===== src/hw/rtl/rfbe_pkg.sv =====
// Package for the raster fill and blit engine: command codes, pixel format codes,
// and the command record passed from the front end to the back end. No dependencies.
`default_nettype none
package rfbe_pkg;
    typedef enum logic [1:0] {
        CMD_WRITE = 2'd0,
        CMD_READ  = 2'd1,
        CMD_FILL  = 2'd2,
        CMD_BLIT  = 2'd3
    } t_cmd;

    localparam logic [2:0] FMT_4BPP = 3'd0;
    localparam logic [2:0] FMT_MAX  = 3'd4;

    localparam logic [3:0] REG_DEST_PITCH  = 4'd0;
    localparam logic [3:0] REG_DEST_WIDTH  = 4'd1;
    localparam logic [3:0] REG_DEST_HEIGHT = 4'd2;
    localparam logic [3:0] REG_SRC_BASE    = 4'd3;
    localparam logic [3:0] REG_SRC_PITCH   = 4'd4;
    localparam logic [3:0] REG_SRC_WIDTH   = 4'd5;
    localparam logic [3:0] REG_SRC_HEIGHT  = 4'd6;
    localparam logic [3:0] REG_PIXEL_FMT   = 4'd7;

    // A classified command: the rectangle is already clipped, the skip is decided.
    typedef struct packed {
        t_cmd        cmd;
        logic        skip;
        logic [15:0] address;
        logic [7:0]  wdata;
        logic [31:0] color;
        logic [16:0] cols;     // columns (pixels) per row
        logic [16:0] rows;
        logic [16:0] src_x;
        logic [16:0] src_y;
        logic [16:0] dst_x;
        logic [16:0] dst_y;
    } t_job;
endpackage
`default_nettype wire


===== src/hw/rtl/rfbe_queue.sv =====
// Short job queue between the front and back ends of the raster engine.
// Depends on rfbe_pkg.
`default_nettype none
module rfbe_queue (
    input  wire logic           i_clk,
    input  wire logic           i_rst_n,
    input  wire logic           i_push,
    input  rfbe_pkg::t_job      i_job,
    input  wire logic           i_pop,
    output logic                o_valid,
    output rfbe_pkg::t_job      o_job
);
    rfbe_pkg::t_job r_q [2];
    logic           r_wp, r_rp;
    logic [1:0]     r_cnt;

    always_ff @(posedge i_clk) begin
        if (!i_rst_n) begin
            r_wp  <= 1'b0;
            r_rp  <= 1'b0;
            r_cnt <= '0;
        end else begin
            if (i_push) r_wp <= ~r_wp;
            if (i_pop)  r_rp <= ~r_rp;
            r_cnt <= r_cnt + 2'(i_push) - 2'(i_pop);
        end
        if (i_push) r_q[r_wp] <= i_job;
    end

    assign o_valid = (r_cnt != 2'd0);
    assign o_job   = r_q[r_rp];
endmodule
`default_nettype wire


===== config.mk =====
export PLATFORM = sky130hd
export DESIGN_NAME = rfbe_queue
export DESIGN_NICKNAME = d
export VERILOG_FILES = /design/src/hw/rtl/rfbe_pkg.sv /design/src/hw/rtl/rfbe_queue.sv
export SDC_FILE = /design/constraint.sdc
export NUM_CORES = 1
export LEC_CHECK = 0
export BUFFER_PORTS_ARGS = -buffer_cell sky130_fd_sc_hd__buf_4
export CORE_UTILIZATION = 30
export CTS_CLUSTER_SIZE = 30
export DETAILED_ROUTE_END_ITERATION = 6
export GPL_TIMING_DRIVEN = 0
export PLACE_DENSITY = 0.5
export SYNTH_ARGS = -nofsm -noshare
export SYNTH_HDL_FRONTEND = slang
export SYNTH_SLANG_ARGS = --single-unit

===== constraint.sdc =====
create_clock -name i_clk -period 22.4 [get_ports i_clk]
set_clock_uncertainty 0.05 [all_clocks]
set_input_delay 2.24 -clock i_clk [delete_from_list [all_inputs] [get_ports i_clk]]
set_output_delay 2.24 -clock i_clk [all_outputs]
set_load 0.005 [all_outputs]

==> impl_metrics.json <==
{
  "syn_area_sq_um": 12200,
  "fin_crit_sh": 0.187,
  "fmax_ghz": 0.238,
  "area_growth_pct": 38.2,
  "drcViolationCount": 0,
  "min_path_type": "flop to flop",
  "clock_latency_ns": 0.53,
  "dr.first_iter.drc_count": 220,
  "first_pass_iters": 6,
  "grt_pass1_vias": 6317,
  "r2r-end": "r_q[0][135]$_DFFE_PP_",
  "dpl.hpwl_mm": 17.7,
  "slew_viol_final": 0,
  "path_class": "flop to output pin",
  "cts_htree_levels": 2,
  "r2r_cells": 4,
  "fp.dieArea_sq_um": 41500,
  "io_pins": 327,
  "tns_ns": 0,
  "synth_fp_nets": 688,
  "p_leak_nw": 6.49,
  "globalRouteOverflowTotal": 0,
  "endpoint_kind": "output pin",
  "drive_gt1_frac": 0.621,
  "synth_compound_area_frac": 0.000615,
  "yosysTopAreaCell": "edfxtp_1",
  "synth_top_family_by_area": "multiplexers",
  "synth-edff-count": 322,
  "grt_max_degree": 56,
  "synth_cells": 521,
  "cp.required_ns": 20.11,
  "clock_path_buffers": 3,
  "antenna_found_initial": 0,
  "synth_top_area_frac": 0.793,
  "path_max_fanout": 10,
  "worst_pin_slew_ns": 0.771,
  "via_per_inst": 4.18,
  "fin_area_sq_um": 16900,
  "post_cts_resized": 0,
  "rsz0062_at_grt": "false",
  "cts_tree": "built",
  "grt_usage": 0.124,
  "diodes": 0,
  "synthFlopType": "edfxtp_1",
  "portBuffers": 326,
  "synth-adder-area-share": 0.00205,
  "p_int_mw": 1.21,
  "coreArea_sq_um": 39900,
  "crit_arrival_ns": 1.91,
  "wl_per_cell_microns": 17.9,
  "synth_cell_types": 14,
  "endpoint": "o_job[133]",
  "die_w_microns": 204,
  "async_reset_ff_frac": 0,
  "synth-simple-area-share": 0.00410,
  "finalHoldViolations": 0,
  "ys_warn_count": 0,
  "hold_buffers": 0,
  "cp-start-kind": "flop",
  "chipHeight_microns": 204,
  "status": "finished, final reports clean",
  "pwr-share-seq": 0.468,
  "max_stage_delay_ns": 0.32,
  "netSwitchingPower_mw": 0.314,
  "start_util": 0.306,
  "reg2reg_setup_slack_ns": 20.36,
  "synth_common_cells": "edfxtp_1 (322), mux2_4 (90), mux2_2 (71)",
  "place_congestion": 0.698,
  "synth_xor_area_frac": 0.00256,
  "ir_drop_v": 0.0000647,
  "rows": 73,
  "crit_family": "buffers and inverters",
  "place_area_sq_um": 15600,
  "yosys-mux-area-fraction": 0.176,
  "ys_top_cells_by_area": "edfxtp_1 (79%), mux2_4 (11%), mux2_2 (6.6%)",
  "maxCapViolations": 0,
  "crit_slowest_cell": "dfxtp_1",
  "ant_nets": 0,
  "nets": 1064,
  "cts.sinks": 327,
  "path_buf_inv": 4,
  "r2r_start": "r_wp$_SDFFE_PN0P_",
  "synth_most_common_cell": "edfxtp_1",
  "clkPwrFrac": 0.418,
  "slew-limit-headroom": 0.485,
  "ys_seq_area_frac": 0.801,
  "powerDensity_nw_per_um2": 90.6,
  "synth_seq_cells": 327,
  "path_clk_slew_ns": 0.06,
  "cts-root-buf": "clkbuf_16",
  "avgSynthCellArea_sq_um": 23.4,
  "worstSetupPathDepth": 5,
  "path_common_cell": "buf_6",
  "vias": 6066,
  "crit_chain": "buf_6 > buf_6 > buf_6 > mux2_4 > buf_4",
  "switching_share": 0.205,
  "setup_viol": 0,
  "grt_pass1_wl_mm": 38.1,
  "finalCriticalPeriod_ns": 4.20,
  "routed_wl_mm": 26.0,
  "power_frac_comb": 0.114,
  "whs_ns": 0.525,
  "cts-buffers-inserted": 38,
  "cts_setup_buffers": 0
}
-- layout by cell type (no fill, tap or decap), types with 2 or more instances in the layout --
cell type  Yosys  routed
and2_1         4       3
buf_12         0       5
buf_16         0       5
buf_2          7       7
buf_4          0     326
buf_6         11      11
bufinv_16      0       5
clkbuf_1       0       9
clkbuf_16      0      41
clkbuf_8       0       3
clkinv_1       0       3
clkinv_2       0       6
dfxtp_1        5       5
edfxtp_1     322     322
ha_1           2       2
inv_1          2       2
mux2_2        71      71
mux2_4        90      90
nor2b_1        3       2
-- routing by layer --
| layer | part of all wire | global-route usage | up-vias |
|---|---|---|---|
| li1 | - | - | 2830 |
| met1 | 0.39 | 0.145 | 2991 |
| met2 | 0.50 | 0.203 | 204 |
| met3 | 0.087 | 0.0475 | 41 |
| met4 | 0.023 | 0.0516 | 0 |
| met5 | 0 | 0 | - |
-- power groups by stage --
| stage | registers (mW) | logic (mW) | clock network (mW) |
|---|---|---|---|
| 2_1_floorplan | 0.732 | 0.0801 | 0 |
| 3_3_place_gp | 0.738 | 0.172 | 0 |
| 3_5_place_dp | 0.727 | 0.179 | 0 |
| 4_1_cts | 0.715 | 0.180 | 0.663 |
| 5_1_grt | 0.717 | 0.189 | 0.684 |
| 6_report | 0.714 | 0.175 | 0.638 |
-- cell type report --
class                           count  area, sq um
Multi-Input combinational cell    174         2270
Fill cell                        3587        23100
Buffer                             18          159
Inverter                            2         7.51
Timing Repair Buffer              336         2690
Clock inverter                     16          208
Tap cell                          525          657
Clock buffer                       53         1100
Sequential cell                   327         9770
-- logic make-up after synthesis --
| kind of cell | after synthesis |
|---|---|
| AOI/OAI and AO/OA | 1 |
| xor gates and xnor gates | 2 |
| adders and majority gates | 2 |
| buffers and inverters | 20 |
| DFF | 327 |
| muxes | 161 |
| and+or+nand+nor | 8 |
-- worst min-delay path by stage --
| stage | start | endpoint | slack, ns | cells past startpoint |
|---|---|---|---|---|
| 5_1_grt | r_rp$_SDFFE_PN0P_ | flop | 0.57 | 2 |
| 2_1_floorplan | r_rp$_SDFFE_PN0P_ | flop | 0.50 | 2 |
| 4_1_cts | r_rp$_SDFFE_PN0P_ | r_rp$_SDFFE_PN0P_ | 0.53 | 2 |
| 6_report | r_rp$_SDFFE_PN0P_ | flop | 0.52 | 2 |
| 3_3_place_gp | r_rp$_SDFFE_PN0P_ | r_rp$_SDFFE_PN0P_ | 0.52 | 2 |
| 3_5_place_dp | r_rp$_SDFFE_PN0P_ | r_rp$_SDFFE_PN0P_ | 0.52 | 2 |
-- per-stage QoR --
step,cells,utilization,setup WS (ns),total power [mW]
6_report,1451,0.422,18.20,1.53
3_5_place_dp,1382,0.390,18.27,0.907
2_1_floorplan,521,-,12.42,0.812
3_3_place_gp,1372,0.383,6.80,0.910
5_1_grt,1451,0.422,18.09,1.59
4_1_cts,1451,0.422,18.10,1.56
-- registers in the layout, summed over array words and instances (netlist names), named ones only --
signal	cells
r_cnt	2
r_q	322
r_rp	1
r_wp	1
-- worst register-to-register path, cell delays in order, from the launching register on --
cell	delay, ns
dfxtp_1	0.34
nor2b_4	0.63
buf_12	0.27
buf_12	0.22
buf_12	0.21
No activity file was read; power rests on OpenSTA's default activity.
