### config.mk
export PLATFORM = sky130hd
export DESIGN_NAME = rfbe_front
export DESIGN_NICKNAME = d
export VERILOG_FILES = /design/src/hw/rtl/rfbe_pkg.sv /design/src/hw/rtl/rfbe_front.sv
export SDC_FILE = /design/constraint.sdc
export NUM_CORES = 1
export LEC_CHECK = 0
export ABC_CLOCK_PERIOD_IN_PS = 5800
export BUFFER_PORTS_ARGS = -buffer_cell sky130_fd_sc_hd__buf_2
export CORE_ASPECT_RATIO = 0.75
export CORE_UTILIZATION = 30
export CTS_BUF_LIST = sky130_fd_sc_hd__clkbuf_4
export CTS_CLUSTER_DIAMETER = 120
export CTS_CLUSTER_SIZE = 25
export DETAILED_ROUTE_END_ITERATION = 10
export PLACE_DENSITY = 0.48
export SYNTH_ARGS = -nofsm -noshare
export SYNTH_HDL_FRONTEND = slang
export SYNTH_SLANG_ARGS = --single-unit
### constraint.sdc
create_clock -name i_clk -period 5.8 [get_ports i_clk]
set_input_delay 0 -clock i_clk [delete_from_list [all_inputs] [get_ports i_clk]]
set_output_delay 0 -clock i_clk [all_outputs]
set_load 0.005 [all_outputs]
### src/hw/rtl/rfbe_pkg.sv
// Package for the raster fill and blit engine: command codes, pixel format codes,
// and the command record passed from the front end to the back end. No dependencies.
`default_nettype none
package rfbe_pkg;
    typedef enum logic [1:0] {
        CMD_WRITE = 2'd0,
        CMD_READ  = 2'd1,
        CMD_FILL  = 2'd2,
        CMD_BLIT  = 2'd3
    } t_cmd;

    localparam logic [2:0] FMT_4BPP = 3'd0;
    localparam logic [2:0] FMT_MAX  = 3'd4;

    localparam logic [3:0] REG_DEST_PITCH  = 4'd0;
    localparam logic [3:0] REG_DEST_WIDTH  = 4'd1;
    localparam logic [3:0] REG_DEST_HEIGHT = 4'd2;
    localparam logic [3:0] REG_SRC_BASE    = 4'd3;
    localparam logic [3:0] REG_SRC_PITCH   = 4'd4;
    localparam logic [3:0] REG_SRC_WIDTH   = 4'd5;
    localparam logic [3:0] REG_SRC_HEIGHT  = 4'd6;
    localparam logic [3:0] REG_PIXEL_FMT   = 4'd7;

    // A classified command: the rectangle is already clipped, the skip is decided.
    typedef struct packed {
        t_cmd        cmd;
        logic        skip;
        logic [15:0] address;
        logic [7:0]  wdata;
        logic [31:0] color;
        logic [16:0] cols;     // columns (pixels) per row
        logic [16:0] rows;
        logic [16:0] src_x;
        logic [16:0] src_y;
        logic [16:0] dst_x;
        logic [16:0] dst_y;
    } t_job;
endpackage
`default_nettype wire

### src/hw/rtl/rfbe_front.sv
// Front end of the raster engine: takes commands, clips blit rectangles and
// classifies them into jobs via stage 1 and a job register. Depends on rfbe_pkg.
`default_nettype none
module rfbe_front (
    input  wire logic            i_clk,
    input  wire logic            i_rst_n,
    input  wire logic            i_take,
    input  wire logic [1:0]      i_command,
    input  wire logic [15:0]     i_address,
    input  wire logic [7:0]      i_write_byte,
    input  wire logic [31:0]     i_fill_color,
    input  wire logic [11:0]     i_dest_x,
    input  wire logic [11:0]     i_dest_y,
    input  wire logic [12:0]     i_src_left,
    input  wire logic [12:0]     i_src_top,
    input  wire logic [12:0]     i_src_right,
    input  wire logic [12:0]     i_src_bottom,
    input  wire logic [16:0]     i_dw,
    input  wire logic [16:0]     i_dh,
    input  wire logic [16:0]     i_sw,
    input  wire logic [16:0]     i_sh,
    input  wire logic [2:0]      i_fmt,
    output logic                 o_valid,
    output rfbe_pkg::t_job       o_job
);
    // Stage 1 holds the raw command with clamped source edges.
    logic            r_s1_valid;
    rfbe_pkg::t_job  r_s1;
    logic [16:0]     r_right, r_bottom;
    logic            r_valid;
    rfbe_pkg::t_job  r_job;

    logic [16:0] n_right, n_bottom, cw, ch, dw, dh, dxe, dye;
    logic        skip;
    rfbe_pkg::t_job n_job;

    always_comb begin
        n_right  = (17'(i_src_right) > i_sw) ? i_sw : 17'(i_src_right);
        n_bottom = (17'(i_src_bottom) > i_sh) ? i_sh : 17'(i_src_bottom);
    end

    always_ff @(posedge i_clk) begin
        if (!i_rst_n) begin
            r_s1_valid <= 1'b0;
        end else begin
            r_s1_valid <= i_take;
        end
        if (i_take) begin
            r_s1.cmd     <= rfbe_pkg::t_cmd'(i_command);
            r_s1.skip    <= 1'b0;
            r_s1.address <= i_address;
            r_s1.wdata   <= i_write_byte;
            r_s1.color   <= i_fill_color;
            r_s1.cols    <= '0;
            r_s1.rows    <= '0;
            r_s1.src_x   <= 17'(i_src_left);
            r_s1.src_y   <= 17'(i_src_top);
            r_s1.dst_x   <= 17'(i_dest_x);
            r_s1.dst_y   <= 17'(i_dest_y);
            r_right      <= n_right;
            r_bottom     <= n_bottom;
        end
    end

    always_comb begin
        dw  = i_dw;
        dh  = i_dh;
        cw  = r_right - r_s1.src_x;
        ch  = r_bottom - r_s1.src_y;
        dxe = r_s1.dst_x + cw;
        dye = r_s1.dst_y + ch;
        skip = (i_fmt > rfbe_pkg::FMT_MAX) || (r_s1.src_x >= r_right)
            || (r_s1.src_y >= r_bottom) || (r_s1.dst_x >= dw) || (r_s1.dst_y >= dh);
        if (dxe > dw) cw = dw - r_s1.dst_x;
        if (dye > dh) ch = dh - r_s1.dst_y;
    end

    // A fill always covers the whole destination from its first byte.
    always_comb begin
        n_job      = r_s1;
        n_job.skip = (r_s1.cmd == rfbe_pkg::CMD_BLIT) && skip;
        if (r_s1.cmd == rfbe_pkg::CMD_FILL) begin
            n_job.cols  = dw;
            n_job.rows  = dh;
            n_job.dst_x = '0;
            n_job.dst_y = '0;
        end else begin
            n_job.cols = cw;
            n_job.rows = ch;
        end
    end

    always_ff @(posedge i_clk) begin
        if (!i_rst_n) begin
            r_valid <= 1'b0;
        end else begin
            r_valid <= r_s1_valid;
        end
        if (r_s1_valid) r_job <= n_job;
    end

    assign o_valid = r_valid;
    assign o_job   = r_job;
endmodule
`default_nettype wire

==> results of run 1 <==
==> critical path: stages, from the launching register on <==
cell and delay [ns]:
edfxtp_1 0.49, inv_1 0.08, fa_1 0.45, nand2b_1 0.20, a211oi_2 0.32, nor3_1 0.13, o21bai_1 0.14, a21oi_1 0.10
xnor2_1 0.35, ha_1 0.28, o21a_1 0.14, nor2_1 0.04, o21bai_1 0.18, or4b_1 0.50, xnor2_1 0.15, ha_1 0.33
nand4_1 0.11, nor2_1 0.15, nand3_1 0.11, and2_0 0.18, a22oi_2 0.22, buf_12 0.21, nor4_1 0.09, a32o_1 0.21
a21oi_1 0.14
==> cell usage in the layout, fill, tap and decap left out, types with 11 or more instances in the layout <==
cell type      instances
o21ai_0               28
o21a_1                20
xor2_1                15
nor4_1                11
nor3_1                20
a211oi_1              12
mux2_1                23
nand3_1               27
o21ai_1               30
clkbuf_4              20
conb_1                26
nand4_1               21
buf_2                350
dlygate4sd3_1        342
buf_4                 23
nor2_1                97
nand2b_1              17
inv_1                130
a21o_1                34
nand2_1               66
edfxtp_1             285
ha_1                 136
xnor2_1               47
nor2b_1               17
a21oi_1               85
==> layout make-up <==
class / instances / area [sq um]
Multi-Input combinational cell: 868 / 6380
Clock inverter: 2 / 20.0
Antenna cell: 3 / 7.51
Clock buffer: 20 / 150
Timing Repair Buffer: 717 / 5380
Tap cell: 657 / 822
Sequential cell: 287 / 8600
Inverter: 130 / 488
Fill cell: 4856 / 28700
==> power groups by stage <==
| stage | combinational (mW) | clock (mW) | sequential [mW] |
|---|---|---|---|
| global route | 2.64 | 0.910 | 2.61 |
| CTS | 2.33 | 0.857 | 2.59 |
| detailed placement | 2.13 | 0 | 2.64 |
| floorplan | 1.39 | 0 | 2.64 |
| finish | 2.39 | 0.796 | 2.59 |
| global placement | 2.11 | 0 | 2.64 |
==> how the worst max path moves through the flow <==
stage / from / end / slack, ns / cells past startpoint
detailed placement: n_job[51] / o_job[101] / 0.07 / 24
global route: n_job[35] / o_job[84] / -0.03 / 26
finish: r_right[1] / o_job[101] / 0.33 / 24
CTS: r_right[1] / o_job[101] / 0.02 / 24
floorplan: n_job[51] / o_job[96] / 0.72 / 25
global placement: n_job[51] / o_job[89] / 0.20 / 24
==> timing repair <==
item,4_1_cts,5_1_grt
endpoints found under the setup margin,0,29
resized for setup,0,15
hold endpoints to repair,253,0
hold buffers,342,0
buffers inserted,0,5
==> stage by stage <==
step / cells / util / cell area [sq um]
3_5_place_dp: 2312 / 0.358 / 18100
5_1_grt: 2682 / 0.432 / 21800
3_3_place_gp: 2312 / 0.358 / 18100
4_1_cts: 2676 / 0.430 / 21700
6_report: 2684 / 0.432 / 21900
2_1_floorplan: 1329 / - / 15600
==> metal layers <==
layer / global-route usage / vias up
met5: 0 / -
met4: 0.0321 / 0
met3: 0.0256 / 37
met2: 0.265 / 345
met1: 0.259 / 5962
li1: - / 6168
==> cells by family (layout without fill, tap and decap cells) <==
family / count (synthesis) / count (layout) / synth area share
simple gates: 316 / 316 / 0.0997
flops: 287 / 287 / 0.554
compound gates: 282 / 282 / 0.118
buf+inv: 174 / 869 / 0.0468
fa+ha+maj: 144 / 144 / 0.119
xor+xnor: 66 / 66 / 0.0378
mux: 34 / 34 / 0.0240
other cells: 1 / 29 / 0.000242
==> state kept, by name (all words and copies together), names as in the netlist <==
register,cells
r_bottom,17
o_valid,1
o_job,143
r_right,17
r_s1,24
n_job,84
r_s1_valid,1
==> out/summary.txt, run 1 <==
status -> completed
layout cells sized above 1 -> 0.211
Clock Tree Buf Depth -> 3
Worst-path clk slew -> 0.29 ns
final setup fails -> 0
die width -> 265 microns
H-Tree Level Count -> 1
Layout Skew -> 0.0899 ns
DRT antenna net count -> 0
top layer in use -> met4
Reg2Reg Setup Slack -> 0.33 ns
clock network fraction of design power -> 0.138
core area -> 0.0505 sq mm
Tcrit/Tclk final -> 0.944
Cell Pwr Density -> 265 mW/mm^2
metal2 WL -> 20,700 microns
IO Port Bufs -> 351
mean number of vias per cell -> 4.66
Critical Path RT -> 6.42 ns
worst-skew pair later-pin latency -> 0.78 ns
top_reg_cell synth -> edfxtp_1
die height -> 199 microns
sequential-to-total area share from yosys stat -> 0.554
largest net degree at the start of global routing -> 84
DRT met1 WL -> 23,000 microns
Synth Instances -> 1,304
Sinks on Clock Net -> 287
routability cong. -> 0.875
Fin. Hold Viols -> 0
peak supply drop -> 0.188 mV
library cells used by synthesis -> 72
fin nets -> 2,371
cell taking the most area after synthesis -> edfxtp_1
top-count cell post-synth -> edfxtp_1
grt ovf -> 0
initial antenna violation count -> 2
Final Max Tran Viols -> 0
Slew headroom -> 0.248
die area -> 0.0526 sq mm
share of synthesized registers carrying an async set or reset -> 0
Overall Power -> 5.78 mW
Post-synth top cells -> edfxtp_1 (285), ha_1 (138), inv_1 (130)
Flop pwr share -> 0.448
min Tclk post-route -> 5.47 ns
Area contributors post-synth -> edfxtp_1 (55%), ha_1 (11%), inv_1 (3.1%)
Fin Hold WS -> 0.0978 ns
post-synth top area share -> 0.552
Crit path arrival time -> 6.10 ns
first-pass GRT wire length -> 70,700 microns
Max-Cap Viols -> 0
Initial Util -> 0.307
metal3 WL -> 2630 microns
critical path class -> reg2reg
reg2reg end -> o_job[101]
Sw Pwr -> 2.00 mW
Setup crit start kind -> flip-flop
post-route setup slack -> 0.327 ns
crit path capture type -> flip-flop
Comb pwr share -> 0.414
Lkg Pwr -> 9.31 nW
1st-iter DRT viols -> 881
register bit count reported by yosys -> 287
hold path endpoint -> o_job[70]
Avg Cell Area, Syn -> 11.9 sq um
number of global-route vias before repair -> 12,439
hpwl dp -> 35,300 microns
Detailed Routing Iterations Pass 1 -> 5
Num CTS Buffers -> 15
dpl ws -> 0.0706 ns
setup TNS -> 0 ns
Post-Syn Area -> 0.0155 sq mm
CP Max Fanout -> 26
FP Rows -> 71
WHS Path Cells -> 4
CTS tree -> done
area grow syn2layout -> 40.9%
root buf cell -> clkbuf_4
WL final -> 47,100 microns
Hold Startpoint -> i_dh[2]
P_int -> 3.78 mW
Tightest Hold Check Type -> in2reg
RR Startpoint -> r_right[1]
Synthesis Warnings -> 0
Avg WL per Cell -> 17.6 microns
Tightest Pin Transition -> 1.13 ns
IO Pins -> 370
top achievable clock speed -> 183 MHz
DRC Markers -> 0
Sw Share -> 0.346
Post-synth EDFFs -> 285
Reg2Reg Depth -> 24
GRT Resource Usage Total -> 0.173
routed vias -> 12,512
No activity file was read; power rests on OpenSTA's default activity.
==> run 2, diff against run 1 <==
Settings changed: ABC_CLOCK_PERIOD_IN_PS 5800 to 6300, SLEW_MARGIN set to 20.
Clock period 5.8 ns to 6.3 ns, I/O delays scaled along.
==> run 2 against run 1 <==
Compared with the run above: setup slack better by 0.060 ns; final area grew 0.46%; clock power decreased by 7.2%; clock skew down 0.044 ns; global-route usage up 0.12 points; critical path depth up 2.
==> out/summary.txt, run 2 (synthesized netlist as in run 1, its figures left out) <==
status -> completed
Initial Util -> 0.307 (unchanged)
die area -> 0.0526 sq mm (unchanged)
Final Max Tran Viols -> 0 (unchanged)
Crit path arrival time -> 6.44 ns (+0.34 ns)
grt ovf -> 0 (unchanged)
CTS tree -> done
peak supply drop -> 0.112 mV (-40%)
Worst-path clk slew -> 0.25 ns (-0.04 ns)
DRT antenna net count -> 0 (unchanged)
Setup crit start kind -> flip-flop
area grow syn2layout -> 41.5%
WL final -> 47,700 microns (+1.2%)
Cell Pwr Density -> 244 mW/mm^2 (-7.6%)
die height -> 199 microns (unchanged)
GRT Resource Usage Total -> 0.174 (+0.00124)
Placed Cells -> 2,300 (-0.52%)
setup TNS -> 0 ns (unchanged)
H-Tree Level Count -> 1 (unchanged)
critical path class -> reg2reg
Max stage delay cell, worst path -> dlygate4sd3_1
Reg2Reg Depth -> 26 (+8.3%)
Clock Tree Buf Depth -> 3 (unchanged)
Slew headroom -> 0.301 (+0.0528)
initial antenna violation count -> 2 (unchanged)
hpwl dp -> 35,400 microns (+0.12%)
DRC Markers -> 0 (unchanged)
routed vias -> 12,609 (+0.78%)
hold path endpoint -> o_job[158]
worst-skew pair later-pin latency -> 0.76 ns (-0.02 ns)
number of global-route vias before repair -> 12,583 (+1.2%)
Avg WL per Cell -> 17.7 microns (+1.0%)
Tightest Pin Transition -> 1.05 ns (-0.0771 ns)
Lkg Pwr -> 9.36 nW (+0.55%)
Crit path max-delay family -> simple AND/OR/NAND/NOR gates
RSZ-0062 raised after global routing -> false
final std cells w/o fill -> 2,687 (+0.11%)
commonest non-fill, non-tap cell in the layout -> dlygate4sd3_1
1st-iter DRT viols -> 828 (-6.0%)
Reg2Reg Setup Slack -> 0.39 ns (+0.06 ns)
mean number of vias per cell -> 4.69 (+0.66%)
FP Rows -> 71 (unchanged)
Worst path max stage delay -> 0.54 ns (+0.04 ns)
Tightest Hold Check Type -> in2reg
die width -> 265 microns (unchanged)
Max-Cap Viols -> 0 (unchanged)
number of flip-flops in the largest register -> 143 (unchanged)
Fin Hold WS -> 0.0686 ns (-0.0292 ns)
Detailed Routing Iterations Pass 1 -> 5 (unchanged)
Fin. Hold Viols -> 0 (unchanged)
Hold Startpoint -> i_fmt[1]
cell mode on critical path -> ha_1
Critical Path RT -> 6.82 ns (+0.40 ns)
layout cells sized above 1 -> 0.208 (-0.00288)
largest net degree at the start of global routing -> 76 (-9.5%)
first-pass GRT wire length -> 71,100 microns (+0.47%)
final setup fails -> 0 (unchanged)
Num CTS Buffers -> 15 (unchanged)
Buf/Inv on CP -> 2 (unchanged)
CP Max Fanout -> 8 (-69%)
commonest cells after routing, fill and taps aside -> dlygate4sd3_1 (353), buf_2 (350), edfxtp_1 (285), ha_1 (138), inv_1 (130)
Layout Skew -> 0.0458 ns (-0.0441 ns)
Sinks on Clock Net -> 287 (unchanged)
fin nets -> 2,373 (+0.084%)
WHS Path Cells -> 5 (+1)
RR Startpoint -> n_job[51]
fillers -> 4,814 (-0.86%)
routability cong. -> 0.919 (+5.0%)
min Tclk post-route -> 5.91 ns (+0.440 ns)
root buf cell -> clkbuf_4
IO Port Bufs -> 351 (unchanged)
crit path capture type -> flip-flop
core area -> 0.0505 sq mm (unchanged)
top achievable clock speed -> 169 MHz (-7.4%)
reg2reg end -> o_job[101]
Tcrit/Tclk final -> 0.939 (-0.00501)
IO Pins -> 370 (unchanged)
-- run 2: cell count changes in the layout (fill, tap and decap cells not counted), sizes merged --
| cell | change |
|---|---|
| inv | +1 |
| dlygate4sd3 | +11 |
| clkbuf | +2 |
| diode | -1 |
| buf | -10 |
-- run 2: worst max-delay path by stage --
stage	start	end	slack, ns	depth (start not counted)
2_1_floorplan	n_job[51]	o_job[96]	1.22	25
3_3_place_gp	r_bottom[1]	o_job[75]	0.70	24
3_5_place_dp	r_bottom[1]	o_job[83]	0.73	21
4_1_cts	n_job[51]	o_job[101]	0.18	25
5_1_grt	n_job[34]	o_job[84]	0.01	27
6_report	n_job[51]	o_job[101]	0.39	26
-- run 2: timing repair --
item / CTS / global route
hold buffers: 353 / 0
hold endpoints to repair: 245 / 0
setup endpoints to repair: 0 / 8
buffers inserted: 0 / 6
gates resized for setup: 0 / 16
-- run 2: through the flow --
step,util,cell area (sq um),setup WS (ns),total power [mW]
floorplan,-,15600,1.22,3.72
global placement,0.357,18000,0.703,4.36
detailed placement,0.357,18000,0.731,4.36
CTS,0.430,21700,0.176,5.33
global route,0.434,21900,0.0117,5.73
finish,0.434,22000,0.386,5.37
-- run 2: metal layers --
layer  track usage  part of all wire  vias to the layer above
li1              -                 -                     6156
met1         0.259              0.49                     6092
met2         0.263              0.43                      320
met3        0.0295             0.055                       39
met4        0.0394             0.019                        2
met5             0           0.00019                        -
-- run 2: cell type report --
type                    count  area, sq um  area share
diodes                      2         5.00    0.000228
clock buffers              21          158     0.00718
clock inverters             3         18.8    0.000855
inverters                 130          488      0.0222
multi-input cells         868         6400       0.291
flip-flops and latches    287         8600       0.392
well taps                 657          822      0.0374
repair buffers            719         5460       0.249
-- run 2: where the power goes --
part	internal (mW)	switching, mW
logic	1.04	1.20
clock network	0.158	0.582
registers	2.32	0.0698
total	3.51	1.86
-- run 2: tightest hold or removal path, delay by kind of cell --
kind                   cells  cell delay, ns
and+or+nand+nor            1            0.19
AOI/OAI and AO/OA          3            0.44
buffers and inverters      1            0.07
==> run 3, diff against run 2 <==
Settings changed: ABC_AREA set to 1, CTS_BUF_LIST sky130_fd_sc_hd__clkbuf_4 to not set, PLACE_DENSITY 0.48 to 0.47, SLEW_MARGIN 20 to 15.
==> run 3 against run 2 <==
Compared with the run above: first-iteration DRC count increased by 24%; global-route usage decreased by 0.078 points; power increased by 4.5%; sequential power about the same; fmax increased by 4.2%; synthesized cell count increased by 44%; sequential share of layout area decreased by 0.051 points; critical path type unchanged; critical endpoint is now o_job[78].
==> out/summary.txt, run 3 <==
final std cells w/o fill -> 3,174 (+18%)
adder-cell share of the synthesized area -> 0.109 (-0.0101)
Setup crit start kind -> flip-flop
Critical Path RT -> 6.70 ns (-0.12 ns)
mean number of vias per cell -> 4.46 (-5.0%)
die width -> 276 microns (+4.5%)
largest family of logic cells by synthesized area -> simple AND/OR/NAND/NOR gates
grt ovf -> 0 (unchanged)
IO Pins -> 370 (unchanged)
fin util -> 0.394 (-0.0406)
Detailed Routing Iterations Pass 1 -> 5 (unchanged)
Worst path max stage delay -> 0.48 ns (-0.06 ns)
Placed Area -> 0.0196 sq mm (+8.5%)
Post-synth EDFFs -> 285 (unchanged)
first-pass GRT wire length -> 78,100 microns (+9.9%)
hpwl dp -> 40,500 microns (+14%)
fin nets -> 2,788 (+17%)
cell taking the most area after synthesis -> edfxtp_1
crit path capture type -> flip-flop
routed vias -> 14,157 (+12%)
layout cells sized above 1 -> 0.176 (-0.0318)
Tightest Hold Check Type -> in2reg
Worst-path clk slew -> 0.11 ns (-0.14 ns)
routability cong. -> 0.900 (-2.2%)
Post-synth top cells -> nand2_1 (539), inv_1 (306), edfxtp_1 (285)
peak supply drop -> 0.224 mV (+99%)
Synth Area in XOR/XNOR -> 0.0284 (-0.00934)
Fin Hold WS -> 0.0139 ns (-0.0547 ns)
setup TNS -> 0 ns (unchanged)
Final Max Tran Viols -> 0 (unchanged)
min Tclk post-route -> 5.68 ns (-0.236 ns)
Max stage delay cell, worst path -> nand2_2
CTS tree -> done
Synthesis Warnings -> 0 (unchanged)
post-route setup slack -> 0.623 ns (+0.236 ns)
final setup fails -> 0 (unchanged)
post-synthesis mux area share -> 0 (-0.0240)
Synth Area in Compound Gates -> 0.0492 (-0.0688)
status -> completed
top-count cell post-synth -> nand2_1
top_reg_cell synth -> edfxtp_1
RSZ-0062 raised after global routing -> false
DRT antenna net count -> 0 (unchanged)
core area -> 0.0558 sq mm (+10%)
post-synth top area share -> 0.505 (-0.0470)
Avg Cell Area, Syn -> 9.02 sq um (-24%)
Cell Pwr Density -> 255 mW/mm^2 (+4.3%)
Initial Util -> 0.304 (-0.00320)
largest net degree at the start of global routing -> 82 (+7.9%)
Sinks on Clock Net -> 287 (unchanged)
design area -> 0.0220 sq mm (+0.13%)
Lkg Pwr -> 10.5 nW (+12%)
Overall Power -> 5.61 mW (+4.5%)
Clock Tree Buf Depth -> 3 (unchanged)
Post-CTS Setup Bufs -> 0 (unchanged)
Synth Instances -> 1,879 (+44%)
critical path class -> reg2reg
library cells used by synthesis -> 44 (-39%)
number of flip-flops in the largest register -> 143 (unchanged)
initial antenna violation count -> 8 (+6)
Slew headroom -> 0.355 (+0.0545)
commonest non-fill, non-tap cell in the layout -> nand2_1
Tcrit/Tclk final -> 0.901 (-0.0375)
number of global-route vias before repair -> 13,828 (+9.9%)
Fin. Hold Viols -> 0 (unchanged)
die height -> 208 microns (+4.5%)
Tightest Pin Transition -> 0.967 ns (-0.0818 ns)
Max-Cap Viols -> 0 (unchanged)
H-Tree Level Count -> 1 (unchanged)
Placed Cells -> 2,955 (+28%)
cell mode on critical path -> nand2_1
Post-Syn Area -> 0.0170 sq mm (+9.3%)
worst-skew pair later-pin latency -> 0.55 ns (-0.21 ns)
post-synthesis simple-gate area fraction -> 0.222 (+0.122)
WL final -> 51,500 microns (+8.0%)
dpl ws -> 0.730 ns (-0.00145 ns)
1st-iter DRT viols -> 1,024 (+24%)
IO Port Bufs -> 351 (unchanged)
Resize count post-CTS -> 0 (unchanged)
register bit count reported by yosys -> 287 (unchanged)
root buf cell -> clkbuf_16
Layout Skew -> 0.0259 ns (-0.0199 ns)
die area -> 0.0575 sq mm (+9.2%)
commonest cells after routing, fill and taps aside -> nand2_1 (539), buf_2 (350), inv_1 (306), edfxtp_1 (285), dlygate4sd3_1 (194)
sequential-to-total area share from yosys stat -> 0.507 (-0.0472)
DRC Markers -> 0 (unchanged)
Crit path arrival time -> 6.08 ns (-0.36 ns)
FP Rows -> 75 (+5.6%)
CP Max Fanout -> 19 (+11)
area grow syn2layout -> 29.7%
top achievable clock speed -> 176 MHz (+4.2%)
Area contributors post-synth -> edfxtp_1 (50%), nand2_1 (12%), ha_1 (10%)
GRT Resource Usage Total -> 0.174 (-0.000781)
Num CTS Buffers -> 16 (+1)
share of synthesized registers carrying an async set or reset -> 0 (unchanged)
Avg WL per Cell -> 16.2 microns (-8.5%)
run 3: cell types whose count changed in the layout (fill, tap and decap cells not counted), moves of 15 or more:
cell           change
nand3_1          +120
clkbuf_16         +15
nor2b_1           -17
mux2_1            -23
inv_1            +176
dlygate4sd3_1    -159
nand2b_1          -17
clkbuf_4          -21
a21o_1            -31
o21a_1            -19
nand2_1          +473
nand2_2           +20
run 3: routing by layer:
layer  vias up  global-route usage  share of wire
met4         6              0.0324          0.017
met3        42              0.0353          0.065
li1       7237                   -              -
met1      6516               0.258           0.50
met5         -                   0        0.00062
met2       356               0.260           0.42
run 3: path summary, 6_finish.rpt:
path	start	end	slack, ns	cells past startpoint
worst min-delay path	i_dh[8]	o_job[76]	0.01	3
worst max-delay path	n_job[34]	o_job[78]	0.62	26
worst min register to register	n_job[116]	o_job[116]	0.41	0
worst max register to register	n_job[34]	o_job[78]	0.62	26
run 3: repair_timing:
action | in CTS | in global routing
hold buffers | 194 | 0
setup endpoints to repair | 0 | 0
endpoints found under the hold margin | 168 | 0
run 3: power breakdown:
group / internal [mW] / total (mW) / leakage (nW) / switching (mW)
Sequential: 2.30 / 2.37 / 2.74 / 0.0676
Clock: 0.480 / 1.15 / 0.226 / 0.673
Combinational: 0.804 / 2.08 / 7.54 / 1.28
Total: 3.59 / 5.61 / 10.5 / 2.02
run 3: cell families (layout without fill, tap and decap cells):
logic type | Yosys count | count (layout)
other cells | 1 | 30
compound gates | 152 | 152
fa+ha+maj | 144 | 144
simple gates | 886 | 886
buf+inv | 354 | 889
flops | 287 | 287
xor+xnor | 55 | 55
run 3: critical path, delay by kind of cell (launching register included):
family,cells,cell delay [ns]
flops,1,0.45
buf+inv,3,0.44
simple gates,17,2.84
fa+ha+maj,4,1.33
compound gates,1,0.32
xor+xnor,1,0.16
run 3: area by class of cell:
| type | count | area (sq um) |
|---|---|---|
| Antenna cell | 4 | 10.0 |
| Clock buffer | 16 | 400 |
| Clock inverter | 5 | 70.1 |
| Fill cell | 5638 | 33900 |
| Inverter | 314 | 1180 |
| Multi-Input combinational cell | 1263 | 7030 |
| Sequential cell | 287 | 8600 |
| Tap cell | 731 | 915 |
| Timing Repair Buffer | 554 | 3770 |
